--- src/rtl/core/tlbrep_pkg.sv ---
// Package of the TLB replacement block: widths, register codes and the structs
// that pass between the entry cells and the top level. No dependencies.
package tlbrep_pkg;

  localparam int unsigned TAG_W      = 32;
  localparam int unsigned FREQ_W     = 32;
  localparam int unsigned CNT_W      = 32;
  localparam int unsigned FIU_W      = 5;
  localparam int unsigned FRAMES_DEF = 16;

  localparam int unsigned CFG_IDX_W  = 1;
  localparam int unsigned CFG_DATA_W = 5;

  localparam logic [CFG_IDX_W-1:0] CFG_POLICY = 1'b0;
  localparam logic [CFG_IDX_W-1:0] CFG_FRAMES = 1'b1;

  localparam logic MODE_LRU = 1'b0;
  localparam logic MODE_LFU = 1'b1;

  localparam logic [FIU_W-1:0] FIU_RESET = 5'd16;

  typedef struct packed {
    logic [TAG_W-1:0]  tag;
    logic              valid;
    logic [FREQ_W-1:0] freq;
  } entry_t;

  // Travels from cell k to cell k+1.
  typedef struct packed {
    logic              any;
    logic              valid;
    logic [FREQ_W-1:0] freq;
    logic              go;
  } fwd_t;

  // Travels from cell k+1 to cell k.
  typedef struct packed {
    entry_t entry;
    logic   gt;
    logic   in_use;
  } back_t;

  // Broadcast from the sequencer to every cell.
  typedef struct packed {
    logic              do_match;
    logic              do_sel;
    logic              do_move;
    logic              lfu;
    logic              hit_any;
    logic [TAG_W-1:0]  page;
    logic [FREQ_W-1:0] nf;
  } ctl_t;

endpackage

--- src/rtl/core/tlbrep_if.sv ---
// Handshake interfaces of the TLB replacement block: page requests, results
// and configuration writes. Depends on tlbrep_pkg.
interface tlbrep_page_if;
  logic                         valid;
  logic                         ready;
  logic [tlbrep_pkg::TAG_W-1:0] page_addr;

  modport source (output valid, output page_addr, input ready);
  modport sink (input valid, input page_addr, output ready);
endinterface

interface tlbrep_result_if;
  logic                         valid;
  logic                         ready;
  logic                         hit;
  logic [tlbrep_pkg::CNT_W-1:0] miss_total;

  modport source (output valid, output hit, output miss_total, input ready);
  modport sink (input valid, input hit, input miss_total, output ready);
endinterface

interface tlbrep_cfg_if;
  logic                              valid;
  logic                              ready;
  logic [tlbrep_pkg::CFG_IDX_W-1:0]  index;
  logic [tlbrep_pkg::CFG_DATA_W-1:0] data;

  modport source (output valid, output index, output data, input ready);
  modport sink (input valid, input index, input data, output ready);
endinterface

--- src/rtl/core/tlbrep_cell.sv ---
// One entry cell of the TLB replacement chain: tag, valid bit and use count.
// Depends on tlbrep_pkg; chained by tlb_lru_lfu_replacement_top.
module tlbrep_cell (
  input  logic                clk,
  input  logic                rst,
  input  logic                is_head,
  input  logic                in_use,
  input  tlbrep_pkg::ctl_t    ctl,
  input  tlbrep_pkg::fwd_t    fwd_in,
  output tlbrep_pkg::fwd_t    fwd_out,
  input  tlbrep_pkg::back_t   back_in,
  output tlbrep_pkg::back_t   back_out
);
  import tlbrep_pkg::*;

  entry_t ent;
  logic   match_q;
  logic   touch_q;
  logic   first;
  logic   here;
  logic   can_move;
  entry_t touched;

  // The first matching cell from the head owns the hit.
  assign first    = match_q && !fwd_in.any;
  assign here     = touch_q || fwd_in.go;
  assign can_move = back_in.in_use && (!ctl.lfu || !back_in.gt);

  assign touched.tag   = ctl.page;
  assign touched.valid = 1'b1;
  assign touched.freq  = ctl.nf;

  assign fwd_out.any   = fwd_in.any || match_q;
  assign fwd_out.valid = fwd_in.valid || (first && ent.valid);
  assign fwd_out.freq  = fwd_in.freq | (first ? ent.freq : '0);
  assign fwd_out.go    = here && can_move;

  assign back_out.entry  = ent;
  assign back_out.gt     = ent.valid && (ent.freq > ctl.nf);
  assign back_out.in_use = in_use;

  always_ff @(posedge clk) begin
    if (ctl.do_match) begin
      match_q <= in_use && ent.valid && (ent.tag == ctl.page);
    end
    if (ctl.do_sel) begin
      touch_q <= ctl.hit_any ? first : is_head;
    end
  end

  always_ff @(posedge clk) begin
    if (rst) begin
      ent.valid <= 1'b0;
    end else if (ctl.do_move && here) begin
      if (can_move) begin
        ent <= back_in.entry;
      end else begin
        ent <= touched;
      end
    end
  end

endmodule

--- src/rtl/core/tlb_lru_lfu_replacement_top.sv ---
// Top level of the TLB replacement block: sequencer, configuration registers
// and a chain of tlbrep_cell. Depends on tlbrep_pkg and tlbrep_if.
//
// The block is a fully associative table of ordered entries kept in a chain
// of cells, one entry per cell, with position 0 at the head. After
// acceptance each page word passes through S_MATCH, S_SEL and S_MOVE: in
// S_MATCH every cell compares its tag with the page, in S_SEL the first
// matching cell is found by a ripple along the chain and the new use count
// of the touched entry is computed, and in S_MOVE every cell in the
// affected run loads its right neighbor while the touched entry lands at
// its final place. The length of the chain ripple in S_SEL and S_MOVE sets
// the clock period. A new page word is taken only in S_IDLE, so not while
// the previous one is still in the cells, but as soon as it has left them,
// even while its result word still waits at the output; a result that
// finds the output register occupied waits in S_HOLD and holds off the next
// page. Configuration writes are always taken and are meant to arrive only
// while no page word is in flight.
module tlb_lru_lfu_replacement_top #(
  parameter int unsigned FRAMES = tlbrep_pkg::FRAMES_DEF
) (
  input  logic                   clk,
  input  logic                   rst,
  tlbrep_page_if.sink            req,
  tlbrep_result_if.source        rsp,
  tlbrep_cfg_if.sink             cfg
);
  import tlbrep_pkg::*;

  typedef enum logic [2:0] {
    S_IDLE,
    S_MATCH,
    S_SEL,
    S_MOVE,
    S_HOLD
  } state_t;

  state_t              state;
  logic [TAG_W-1:0]    page;
  logic                policy_mode;
  logic [FIU_W-1:0]    frames_in_use;
  logic [CNT_W-1:0]    miss_cnt;
  logic                found_q;
  logic [FREQ_W-1:0]   nf_q;
  logic                rsp_valid;
  logic                rsp_hit;
  logic [CNT_W-1:0]    rsp_miss;

  ctl_t                ctl;
  fwd_t                fwd  [FRAMES+1];
  back_t               back [FRAMES+1];
  logic [FRAMES-1:0]   in_use;

  logic                hit_any;
  logic                sel_valid;
  logic [FREQ_W-1:0]   sel_freq;
  logic [FREQ_W-1:0]   nf_next;
  logic                rsp_free;

  // Configuration writes land at once; the port never stalls.
  assign cfg.ready = 1'b1;

  always_ff @(posedge clk) begin
    if (rst) begin
      policy_mode   <= MODE_LRU;
      frames_in_use <= FIU_RESET;
    end else if (cfg.valid) begin
      unique case (cfg.index)
        CFG_POLICY: policy_mode   <= cfg.data[0];
        CFG_FRAMES: frames_in_use <= cfg.data[FIU_W-1:0];
        default: ;
      endcase
    end
  end

  // Entry 0 always takes part, so a count of zero acts as one; entries past
  // the built depth do not exist, so a larger count acts as the full chain.
  for (genvar k = 0; k < FRAMES; k++) begin : g_use
    assign in_use[k] = (k == 0) || (32'(k) < 32'(frames_in_use));
  end

  // Broadcast control for the cells.
  assign hit_any      = fwd[FRAMES].any;
  assign ctl.do_match = (state == S_MATCH);
  assign ctl.do_sel   = (state == S_SEL);
  assign ctl.do_move  = (state == S_MOVE);
  assign ctl.lfu      = (policy_mode == MODE_LFU);
  assign ctl.hit_any  = hit_any;
  assign ctl.page     = page;
  assign ctl.nf       = nf_q;

  // Ends of the chain: nothing enters at the head, and past the tail there
  // is no neighbor to swap with.
  assign fwd[0]              = '0;
  assign back[FRAMES].entry  = '0;
  assign back[FRAMES].gt     = 1'b0;
  assign back[FRAMES].in_use = 1'b0;

  for (genvar k = 0; k < FRAMES; k++) begin : g_cell
    tlbrep_cell u_cell (
      .clk      (clk),
      .rst      (rst),
      .is_head  (k == 0),
      .in_use   (in_use[k]),
      .ctl      (ctl),
      .fwd_in   (fwd[k]),
      .fwd_out  (fwd[k+1]),
      .back_in  (back[k+1]),
      .back_out (back[k])
    );
  end

  // The touched entry is the first hit, or the head entry on a miss. Its new
  // count is its old count plus one, saturating, with an empty entry as minus
  // one; a miss under the frequency policy starts the new entry at zero.
  assign sel_valid = hit_any ? fwd[FRAMES].valid : back[0].entry.valid;
  assign sel_freq  = hit_any ? fwd[FRAMES].freq  : back[0].entry.freq;

  always_comb begin
    if (!hit_any && ctl.lfu) begin
      nf_next = '0;
    end else if (!sel_valid) begin
      nf_next = '0;
    end else if (sel_freq == '1) begin
      nf_next = sel_freq;
    end else begin
      nf_next = sel_freq + 1'b1;
    end
  end

  assign rsp_free       = !rsp_valid || rsp.ready;
  assign req.ready      = (state == S_IDLE);
  assign rsp.valid      = rsp_valid;
  assign rsp.hit        = rsp_hit;
  assign rsp.miss_total = rsp_miss;

  always_ff @(posedge clk) begin
    if (rst) begin
      state     <= S_IDLE;
      miss_cnt  <= '0;
      rsp_valid <= 1'b0;
    end else begin
      // A new result word takes the output register when it is free;
      // otherwise a taken result word leaves it.
      if (((state == S_MOVE) || (state == S_HOLD)) && rsp_free) begin
        rsp_valid <= 1'b1;
      end else if (rsp.ready) begin
        rsp_valid <= 1'b0;
      end
      unique case (state)
        S_IDLE: begin
          if (req.valid) begin
            page  <= req.page_addr;
            state <= S_MATCH;
          end
        end
        S_MATCH: begin
          state <= S_SEL;
        end
        S_SEL: begin
          found_q <= hit_any;
          nf_q    <= nf_next;
          if (!hit_any && (miss_cnt != '1)) begin
            miss_cnt <= miss_cnt + 1'b1;
          end
          state <= S_MOVE;
        end
        S_MOVE, S_HOLD: begin
          if (rsp_free) begin
            rsp_hit   <= found_q;
            rsp_miss  <= miss_cnt;
            state     <= S_IDLE;
          end else begin
            state <= S_HOLD;
          end
        end
        default: state <= S_IDLE;
      endcase
    end
  end

endmodule

--- src/flat_wrapper.sv ---
// flat-port wrapper written by rule: the top's interface ports become plain ports
module tlb_lru_lfu_replacement_top_flat import tlbrep_pkg::*;
#(
  parameter int unsigned FRAMES = tlbrep_pkg::FRAMES_DEF
)
  (clk, rst, req_valid, req_page_addr, req_ready, rsp_valid, rsp_hit, rsp_miss_total, rsp_ready, cfg_valid, cfg_index, cfg_data, cfg_ready);
  tlbrep_page_if req_i ();
  tlbrep_result_if rsp_i ();
  tlbrep_cfg_if cfg_i ();
  input  logic clk;
  input  logic rst;
  input wire logic [$bits(req_i.valid)-1:0] req_valid;
  input wire logic [$bits(req_i.page_addr)-1:0] req_page_addr;
  output wire logic [$bits(req_i.ready)-1:0] req_ready;
  output wire logic [$bits(rsp_i.valid)-1:0] rsp_valid;
  output wire logic [$bits(rsp_i.hit)-1:0] rsp_hit;
  output wire logic [$bits(rsp_i.miss_total)-1:0] rsp_miss_total;
  input wire logic [$bits(rsp_i.ready)-1:0] rsp_ready;
  input wire logic [$bits(cfg_i.valid)-1:0] cfg_valid;
  input wire logic [$bits(cfg_i.index)-1:0] cfg_index;
  input wire logic [$bits(cfg_i.data)-1:0] cfg_data;
  output wire logic [$bits(cfg_i.ready)-1:0] cfg_ready;
  assign req_i.valid = req_valid;
  assign req_i.page_addr = req_page_addr;
  assign req_ready = req_i.ready;
  assign rsp_valid = rsp_i.valid;
  assign rsp_hit = rsp_i.hit;
  assign rsp_miss_total = rsp_i.miss_total;
  assign rsp_i.ready = rsp_ready;
  assign cfg_i.valid = cfg_valid;
  assign cfg_i.index = cfg_index;
  assign cfg_i.data = cfg_data;
  assign cfg_ready = cfg_i.ready;
  tlb_lru_lfu_replacement_top #(.FRAMES(FRAMES)) u_core (.clk(clk), .rst(rst), .req(req_i), .rsp(rsp_i), .cfg(cfg_i));
endmodule
--- config.mk ---
export PLATFORM = sky130hd
export DESIGN_NAME = tlb_lru_lfu_replacement_top_flat
export DESIGN_NICKNAME = d
export VERILOG_FILES = /design/src/rtl/core/tlbrep_pkg.sv /design/src/rtl/core/tlbrep_if.sv /design/src/rtl/core/tlbrep_cell.sv /design/src/rtl/core/tlb_lru_lfu_replacement_top.sv /design/src/flat_wrapper.sv
export SDC_FILE = /design/constraint.sdc
export NUM_CORES = 2
export LEC_CHECK = 0
export BUFFER_PORTS_ARGS = -buffer_cell sky130_fd_sc_hd__buf_2
export CAP_MARGIN = 5
export CORE_ASPECT_RATIO = 0.9
export CORE_UTILIZATION = 50
export CTS_BUF_LIST = sky130_fd_sc_hd__clkbuf_4 sky130_fd_sc_hd__clkbuf_8 sky130_fd_sc_hd__clkbuf_16
export CTS_CLUSTER_DIAMETER = 40
export DETAILED_ROUTE_END_ITERATION = 12
export GPL_ROUTABILITY_DRIVEN = 0
export GPL_TIMING_DRIVEN = 1
export MAX_ROUTING_LAYER = met4
export PLACE_DENSITY = 0.76
export SYNTH_ARGS = -nofsm -noshare
export SYNTH_HDL_FRONTEND = slang
export SYNTH_SLANG_ARGS = --single-unit
--- constraint.sdc ---
create_clock -name clk -period 13.65 [get_ports clk]
set_clock_uncertainty 0.15 [all_clocks]
set_input_delay 2.73 -clock clk [delete_from_list [all_inputs] [get_ports clk]]
set_output_delay 2.73 -clock clk [all_outputs]
set_load 0.005 [all_outputs]
## Word level (Yosys, flattened, before mapping)

Index checks and enable logic that the tools add are counted.

| word-level totals | value |
|---|---|
| flip-flop bits (word level) | 1,212 |
| latch bits | 0 |
| bits in writable memories | 0 |
| memory bits (read-only) | 0 |
| output and inout bits | 36 |
| word-level logic and storage cells | 449 |
| memories | 0 |

| cells by class | value |
|---|---|
| $add $sub $neg | 2 |
| multiply operators | 0 |
| div/mod/pow operators | 0 |
| magnitude comparators | 30 |
| eq/ne operators | 23 |
| shifts and indexed selects | 0 |
| multiplexer cells | 39 |
| bitwise operators | 18 |
| reduce and logical (&&, ||, !) cells | 247 |

Operators with widths:

| kind | count |
|---|---|
| $mux W65 | 15 |
| $mux W32 | 18 |
| $eq A32 B32 Y1 | 16 |
| $gt A32 B32 Y1 | 15 |
| $or A32 B32 Y32 | 15 |
| $logic_and A1 B1 Y1 | 126 |
| $add A32 B1 Y32 const B | 2 |
| $logic_or A1 B1 Y1 | 62 |
| $lt A4 B5 Y1 const A | 8 |
| $reduce_and A2 Y1 | 20 |
| $logic_not A1 Y1 | 33 |
| $eq A32 B32 Y1 const B | 1 |
| $ne A32 B32 Y1 const B | 1 |
| $lt A3 B5 Y1 const A | 4 |
| $pmux W3 S4 | 1 |
| $lt A2 B5 Y1 const A | 2 |
| $eq A3 B2 Y1 const B | 2 |
| $mux W3 | 2 |
| $reduce_and A3 Y1 | 2 |
| $lt A1 B5 Y1 const A | 1 |
| $reduce_or A2 Y1 | 2 |
| $eq A3 B1 Y1 const B | 1 |
| $eq A3 B3 Y1 const B | 1 |
| $logic_not A3 Y1 | 1 |
| other kinds (4) | 8 |

## Logic depth before layout (Yosys ltp)

| depth | value |
|---|---|
| depth in word-level cells | 37 |
| gate-level depth with buffers | 17 |
| depth with buffers taken out | 13 |

## Modules after synthesis

A second synthesis with hierarchy kept.

| second synthesis, totals | value |
|---|---|
| cells, all modules | 6,683 |
| area, all modules | 74,199.9 um^2 |

Modules (own cells, without submodules):

| module | instances | cells an instance | area an instance (um^2) |
|---|---|---|---|
| tlbrep_cell at u_core.g_cell[0].u_cell ... | 13 | 377 | 4,197.8 |
| tlbrep_cell at u_core.g_cell[7].u_cell ... | 3 | 377 | 4,175.3 |
| tlb_lru_lfu_replacement_top | 1 | 651 | 7,103.1 |

## Worst setup path before layout

No wires, ideal clock.

| timing path | value |
|---|---|
| path type | register to register |
| from | reg u_core.nf_q[17] |
| to | reg u_core.g_cell[13].u_cell.ent (netlist bit u_core.g_cell[13].u_cell.back_out[10]) (enable) |
| data arrival time | 6,937 ps |
| setup slack | 6,056 ps |
| cell stages (with the launch flop) | 14 |
| buffers on the path | 0 |
| cells stage by stage | edfxtp_1 -> clkinv_1 -> ha_1 -> a21o_1 -> a221o_1 -> a21o_1 -> a2111o_1 -> or3_1 -> a21oi_1 -> o211ai_1 -> a211o_1 -> o31ai_1 -> o21ai_0 -> a21oi_1 |

| between the ends | value |
|---|---|
| longest elaborated chain between the ends | 33 |
| elaborated cells on any way between the ends | 93 |

RTL lines:

| element | RTL line | RTL |
|---|---|---|
| from (decl) | tlb_lru_lfu_replacement_top.sv:43 | `logic [FREQ_W-1:0] nf_q;` |
| from (signal assigned) | tlb_lru_lfu_replacement_top.sv:161 | `nf_q <= nf_next;` |
| $gt A32 B32 Y1 | tlbrep_cell.sv:39 | `assign back_out.gt = ent.valid && (ent.freq > ctl.nf);` |
| $logic_and A1 B1 Y1 | tlbrep_cell.sv:39 |  |
| $logic_not A1 Y1 | tlbrep_cell.sv:27 | `assign can_move = back_in.in_use && (!ctl.lfu \|\| !back_in.gt);` |
| $logic_or A1 B1 Y1 | tlbrep_cell.sv:27 |  |
| $logic_and A1 B1 Y1 | tlbrep_cell.sv:27 |  |
| $logic_and A1 B1 Y1 | tlbrep_cell.sv:36 | `assign fwd_out.go = here && can_move;` |
| $logic_or A1 B1 Y1 | tlbrep_cell.sv:26 | `assign here = touch_q \|\| fwd_in.go;` |
| $logic_and A1 B1 Y1 | tlbrep_cell.sv:36 |  |
| [... 17 more ...] | n/a |  |
| $logic_and A1 B1 Y1 | tlbrep_cell.sv:36 |  |
| $logic_or A1 B1 Y1 | tlbrep_cell.sv:26 |  |
| $logic_and A1 B1 Y1 | tlbrep_cell.sv:36 |  |
| $logic_or A1 B1 Y1 | tlbrep_cell.sv:26 |  |
| $logic_and A1 B1 Y1 * | tlbrep_cell.sv:36 |  |
| $logic_or A1 B1 Y1 * | tlbrep_cell.sv:26 |  |
| $logic_and A1 B1 Y1 * | tlbrep_cell.sv:54 | `end else if (ctl.do_move && here) begin` |
| $reduce_and A2 Y1 (no source line) * | n/a |  |
| to (signal assigned) | tlbrep_cell.sv:56 | `ent <= back_in.entry;` |
| to (signal assigned) | tlbrep_cell.sv:58 | `ent <= touched;` |
| to (decl) | tlbrep_cell.sv:16 | `entry_t ent;` |

Mark *: on every way between the ends. The rest lies on a longest branch, timed or not.
A chain may end at the register's enable or synchronous reset.

## Worst setup path after layout

| timing path | value |
|---|---|
| from | reg u_core.nf_q[31] |
| to | reg u_core.g_cell[13].u_cell.ent (netlist bit u_core.g_cell[13].u_cell.back_out[49]) (enable) |

Same word-level chain as after synthesis.

==> run_summary.xml <==
<?xml version="1.0" encoding="UTF-8"?>
<metrics>
  <group name="run_status">
    <metric name="run_status" unit="">finished with violations</metric>
    <metric name="violated_checks" unit="">DRC, capacitance limit, slew limit</metric>
  </group>
  <group name="clock_network">
    <metric name="cts_post_setup_buffers_inserted" unit="">0</metric>
    <metric name="total_of_hold_buffers_inserted_after_clock_tree_synthesis" unit="">0</metric>
    <metric name="cts_root_buffer_type" unit="">sky130_fd_sc_hd__clkbuf_16</metric>
    <metric name="clock_tree_from_tritoncts" unit="">done</metric>
    <metric name="clock_insertion_delay_worst_skew" unit="ps">840</metric>
    <metric name="clock-sinks" unit="">1212</metric>
    <metric name="post_cts_resized" unit="">0</metric>
    <metric name="clk_pin_slew" unit="ps">60</metric>
    <metric name="max-clock-path-buffers" unit="">3</metric>
    <metric name="cts-htree-levels" unit="">4</metric>
    <metric name="cts_made_buffers" unit="">180</metric>
  </group>
  <group name="critical_path">
    <metric name="worstSetupStartpointType" unit="">flop</metric>
    <metric name="criticalPathCategory" unit="">reg -&gt; reg</metric>
    <metric name="cp.arrival" unit="ps">8870</metric>
    <metric name="crit_fanout" unit="">67</metric>
    <metric name="timing.reg2reg.setup_slack" unit="ps">5070</metric>
    <metric name="setup_crit_end_kind" unit="">flop</metric>
    <metric name="required" unit="ps">13940</metric>
  </group>
  <group name="sta">
    <metric name="min_cycle_time_layout" unit="ps">8580</metric>
    <metric name="fmax" unit="MHz">117</metric>
    <metric name="fin_worst_hold_slack" unit="ps">274</metric>
    <metric name="max-slew-margin-rel" unit="%">-4.30</metric>
    <metric name="setup_tns_final" unit="ps">0</metric>
    <metric name="rsz_0062_raised_after_global_routing" unit="">no</metric>
    <metric name="finalHoldViolCount" unit="">0</metric>
    <metric name="setup-violations-final" unit="">0</metric>
    <metric name="final.period_utilization" unit="%">62.8</metric>
    <metric name="timing.final.max_slew_violations" unit="">2</metric>
    <metric name="timing_worst_slew_pin_value" unit="ps">1530</metric>
  </group>
  <group name="floorplanning">
    <metric name="coreArea" unit="µm²">140000</metric>
    <metric name="area_of_the_die" unit="µm²">143000</metric>
    <metric name="die_w" unit="µm">398</metric>
    <metric name="core.rowCount" unit="">130</metric>
    <metric name="initial_utilization" unit="%">50.5</metric>
    <metric name="number_of_top_level_pins" unit="">79</metric>
    <metric name="die-height" unit="µm">359</metric>
  </group>
  <group name="yosys">
    <metric name="synth_enable_flop_cells" unit="">1154</metric>
    <metric name="yosysUniqueCellTypes" unit="">91</metric>
    <metric name="synth_top_cell_by_area" unit="">sky130_fd_sc_hd__edfxtp_1</metric>
    <metric name="synth_sequential_area_ratio" unit="%">50.7</metric>
    <metric name="synth_cells" unit="">6126</metric>
    <metric name="ranking_of_synthesized_cells_by_area" unit="">sky130_fd_sc_hd__edfxtp_1 49%, sky130_fd_sc_hd__mux2_2 9.3%, sky130_fd_sc_hd__ha_1 8.5%, sky130_fd_sc_hd__xnor2_1 4.8%, sky130_fd_sc_hd__nand2_1 3.9%</metric>
    <metric name="synthFlopType" unit="">sky130_fd_sc_hd__edfxtp_1</metric>
    <metric name="synthesis.nets" unit="">6651</metric>
    <metric name="synth_simple_gate_area_share" unit="%">11.3</metric>
    <metric name="ys_ff_latch" unit="">1212</metric>
    <metric name="dominant_combinational_cell_family_by_area_after_synthesis" unit="">simple AND/OR/NAND/NOR gates</metric>
    <metric name="share_of_yosys_cell_area_claimed_by_the_top_area_cell_type" unit="%">49.1</metric>
    <metric name="muxShareOfSynthArea" unit="%">9.37</metric>
    <metric name="synth-compound-area-share" unit="%">10.5</metric>
    <metric name="postSynthAreaPerCell" unit="µm²">11.5</metric>
    <metric name="synth_fa_ha_area_share" unit="%">8.54</metric>
    <metric name="post_synth_xor_area_fraction" unit="%">7.01</metric>
    <metric name="synth_async_sr_flop_share" unit="%">0</metric>
    <metric name="synth_warnings" unit="">0</metric>
    <metric name="synthesis.area" unit="µm²">70600</metric>
  </group>
  <group name="final_layout">
    <metric name="synthToLayoutAreaGrowth" unit="%">12.7</metric>
    <metric name="multi_input_comb_area" unit="µm²">33400</metric>
    <metric name="final_cells" unit="">8188</metric>
    <metric name="num-nets-final" unit="">6694</metric>
    <metric name="area.sequential" unit="µm²">35800</metric>
    <metric name="filler_cell_count" unit="">11101</metric>
    <metric name="drive_above_1_share" unit="%">19.3</metric>
    <metric name="final_common_cell" unit="">sky130_fd_sc_hd__edfxtp_1</metric>
    <metric name="leading_cell_types_in_the_layout_fill_and_taps_excluded" unit="">1,154 x sky130_fd_sc_hd__edfxtp_1, 740 x sky130_fd_sc_hd__nand2_1, 583 x sky130_fd_sc_hd__mux2_2, 482 x sky130_fd_sc_hd__ha_1, 417 x sky130_fd_sc_hd__o21ai_0</metric>
  </group>
  <group name="hold_path">
    <metric name="worst_hold_path_type" unit="">reg -&gt; reg</metric>
  </group>
  <group name="drt">
    <metric name="detail_route.wl_per_cell" unit="µm">29.6</metric>
    <metric name="detail_route.first_pass.iterations" unit="">13</metric>
    <metric name="route.antenna.remaining_nets" unit="">0</metric>
    <metric name="detail_route.drc_violations" unit="">1</metric>
    <metric name="vias_per_cell" unit="">6.79</metric>
    <metric name="drt_wl_total" unit="µm">242000</metric>
    <metric name="via_count_of_the_routed_design" unit="">55571</metric>
    <metric name="dr.first_iter.drc_count" unit="">9922</metric>
  </group>
  <group name="global_route">
    <metric name="grt_first_pass_wirelength" unit="µm">350000</metric>
    <metric name="grt_overflow" unit="">0</metric>
    <metric name="largest_net_degree_at_the_start_of_global_routing" unit="">103</metric>
    <metric name="grt_util_all_layers" unit="%">34.4</metric>
    <metric name="via_count_of_the_first_global_routing_pass" unit="">53274</metric>
    <metric name="antenna_found_initial" unit="">19</metric>
  </group>
  <group name="pwr">
    <metric name="design_power_total" unit="mW">10.1</metric>
    <metric name="vdd.ir_drop.worst" unit="mV">0.142</metric>
    <metric name="cellLeakagePower" unit="nW">28.5</metric>
    <metric name="p_per_area" unit="nW/µm²">127</metric>
  </group>
  <group name="placement">
    <metric name="placement.io_buffers" unit="">77</metric>
    <metric name="dp.cells" unit="">7835</metric>
    <metric name="placed_wire_length_estimate" unit="µm">167000</metric>
  </group>
  <group name="run">
    <metric name="max-cap-violations" unit="">2</metric>
  </group>
</metrics>
path summary, 6_finish.rpt:
kind / from / to / cells past startpoint
min reg2reg: u_core.found_q / u_core.rsp.hit / 0
min: u_core.found_q / u_core.rsp.hit / 0
max reg2reg: u_core.nf_q[31] / u_core.g_cell[13].u_cell.back_out[49] / 14
max: u_core.nf_q[31] / u_core.g_cell[13].u_cell.back_out[49] / 14
flip-flops by register name, indices dropped and copies added (netlist names):
register                       flops
u_core.state                       3
u_core.g_cell.u_cell.touch_q      16
u_core.g_cell.u_cell.back_out   1040
u_core.rsp.valid                   1
u_core.nf_q                       32
u_core.page                       32
u_core.found_q                     1
u_core.rsp.miss_total             32
u_core.miss_cnt                   32
u_core.frames_in_use               5
u_core.g_cell.u_cell.match_q      16
u_core.policy_mode                 1
u_core.rsp.hit                     1
final cells by class:
class	count	share of cell area [%]
diodes	21	0.0660
clock buffers	200	5.93
clock inverters	132	1.79
inverters	94	0.443
multi-input cells	4445	41.9
flip-flops and latches	1212	45.0
well taps	1848	2.90
repair buffers	236	1.99
Yosys cell counts, types with 42 or more instances:
cell type,number
sky130_fd_sc_hd__edfxtp_1,1154
sky130_fd_sc_hd__nand2_1,740
sky130_fd_sc_hd__mux2_2,583
sky130_fd_sc_hd__ha_1,482
sky130_fd_sc_hd__o21ai_0,418
sky130_fd_sc_hd__xnor2_1,385
sky130_fd_sc_hd__clkbuf_1,301
sky130_fd_sc_hd__nor2_1,229
sky130_fd_sc_hd__nand4_1,198
sky130_fd_sc_hd__xor2_1,180
sky130_fd_sc_hd__a21oi_1,173
sky130_fd_sc_hd__nand3_1,111
sky130_fd_sc_hd__a22oi_1,89
sky130_fd_sc_hd__nor4_1,84
sky130_fd_sc_hd__nor3_1,74
sky130_fd_sc_hd__inv_1,60
sky130_fd_sc_hd__a211oi_1,59
sky130_fd_sc_hd__dfxtp_1,58
sky130_fd_sc_hd__a21o_1,57
sky130_fd_sc_hd__buf_1,57
sky130_fd_sc_hd__nor2b_1,46
sky130_fd_sc_hd__and3_1,42
worst max-delay path, cell delays in order (launching register included):
cell	delay, ps
sky130_fd_sc_hd__edfxtp_1	450
sky130_fd_sc_hd__clkinv_1	790
sky130_fd_sc_hd__ha_1	640
sky130_fd_sc_hd__nand4_1	240
sky130_fd_sc_hd__nor4_1	1060
sky130_fd_sc_hd__nand2_1	180
sky130_fd_sc_hd__or4_1	570
sky130_fd_sc_hd__a31oi_1	280
sky130_fd_sc_hd__a41oi_4	50
sky130_fd_sc_hd__buf_4	510
sky130_fd_sc_hd__a211o_1	450
sky130_fd_sc_hd__o31ai_1	850
sky130_fd_sc_hd__o21ai_0	350
sky130_fd_sc_hd__a21oi_4	870
sky130_fd_sc_hd__buf_4	700
routing by layer:
metal	part of all wire [%]	GRT usage [%]	up-vias
met5	0	-	-
met4	6.7	19.1	0
met3	16	13.8	1117
met2	41	47.4	4498
met1	36	42.6	26627
li1	-	-	23329
cell families after synthesis:
| kind of cell | count (synthesis) |
|---|---|
| compound gates | 1138 |
| xor+xnor | 565 |
| fa+ha+maj | 482 |
| buf+inv | 469 |
| flops | 1212 |
| mux | 588 |
| other cells | 1 |
| simple gates | 1671 |
report_power, final:
| group | total, mW | switching [mW] | internal (mW) |
|---|---|---|---|
| Clock | 4.72 | 1.88 | 2.84 |
| Combinational | 1.07 | 0.686 | 0.379 |
| Sequential | 4.36 | 0.124 | 4.24 |
per-stage QoR:
stage	setup WS, ps	area, µm²	utilization [%]
2_1_floorplan	6060	70600	-
3_3_place_gp	5700	73400	52.5
3_5_place_dp	5640	73400	52.5
4_1_cts	5600	79600	56.9
5_1_grt	4880	79600	56.9
6_report	5070	79600	56.9
Power figures use the tool's default switching activity.
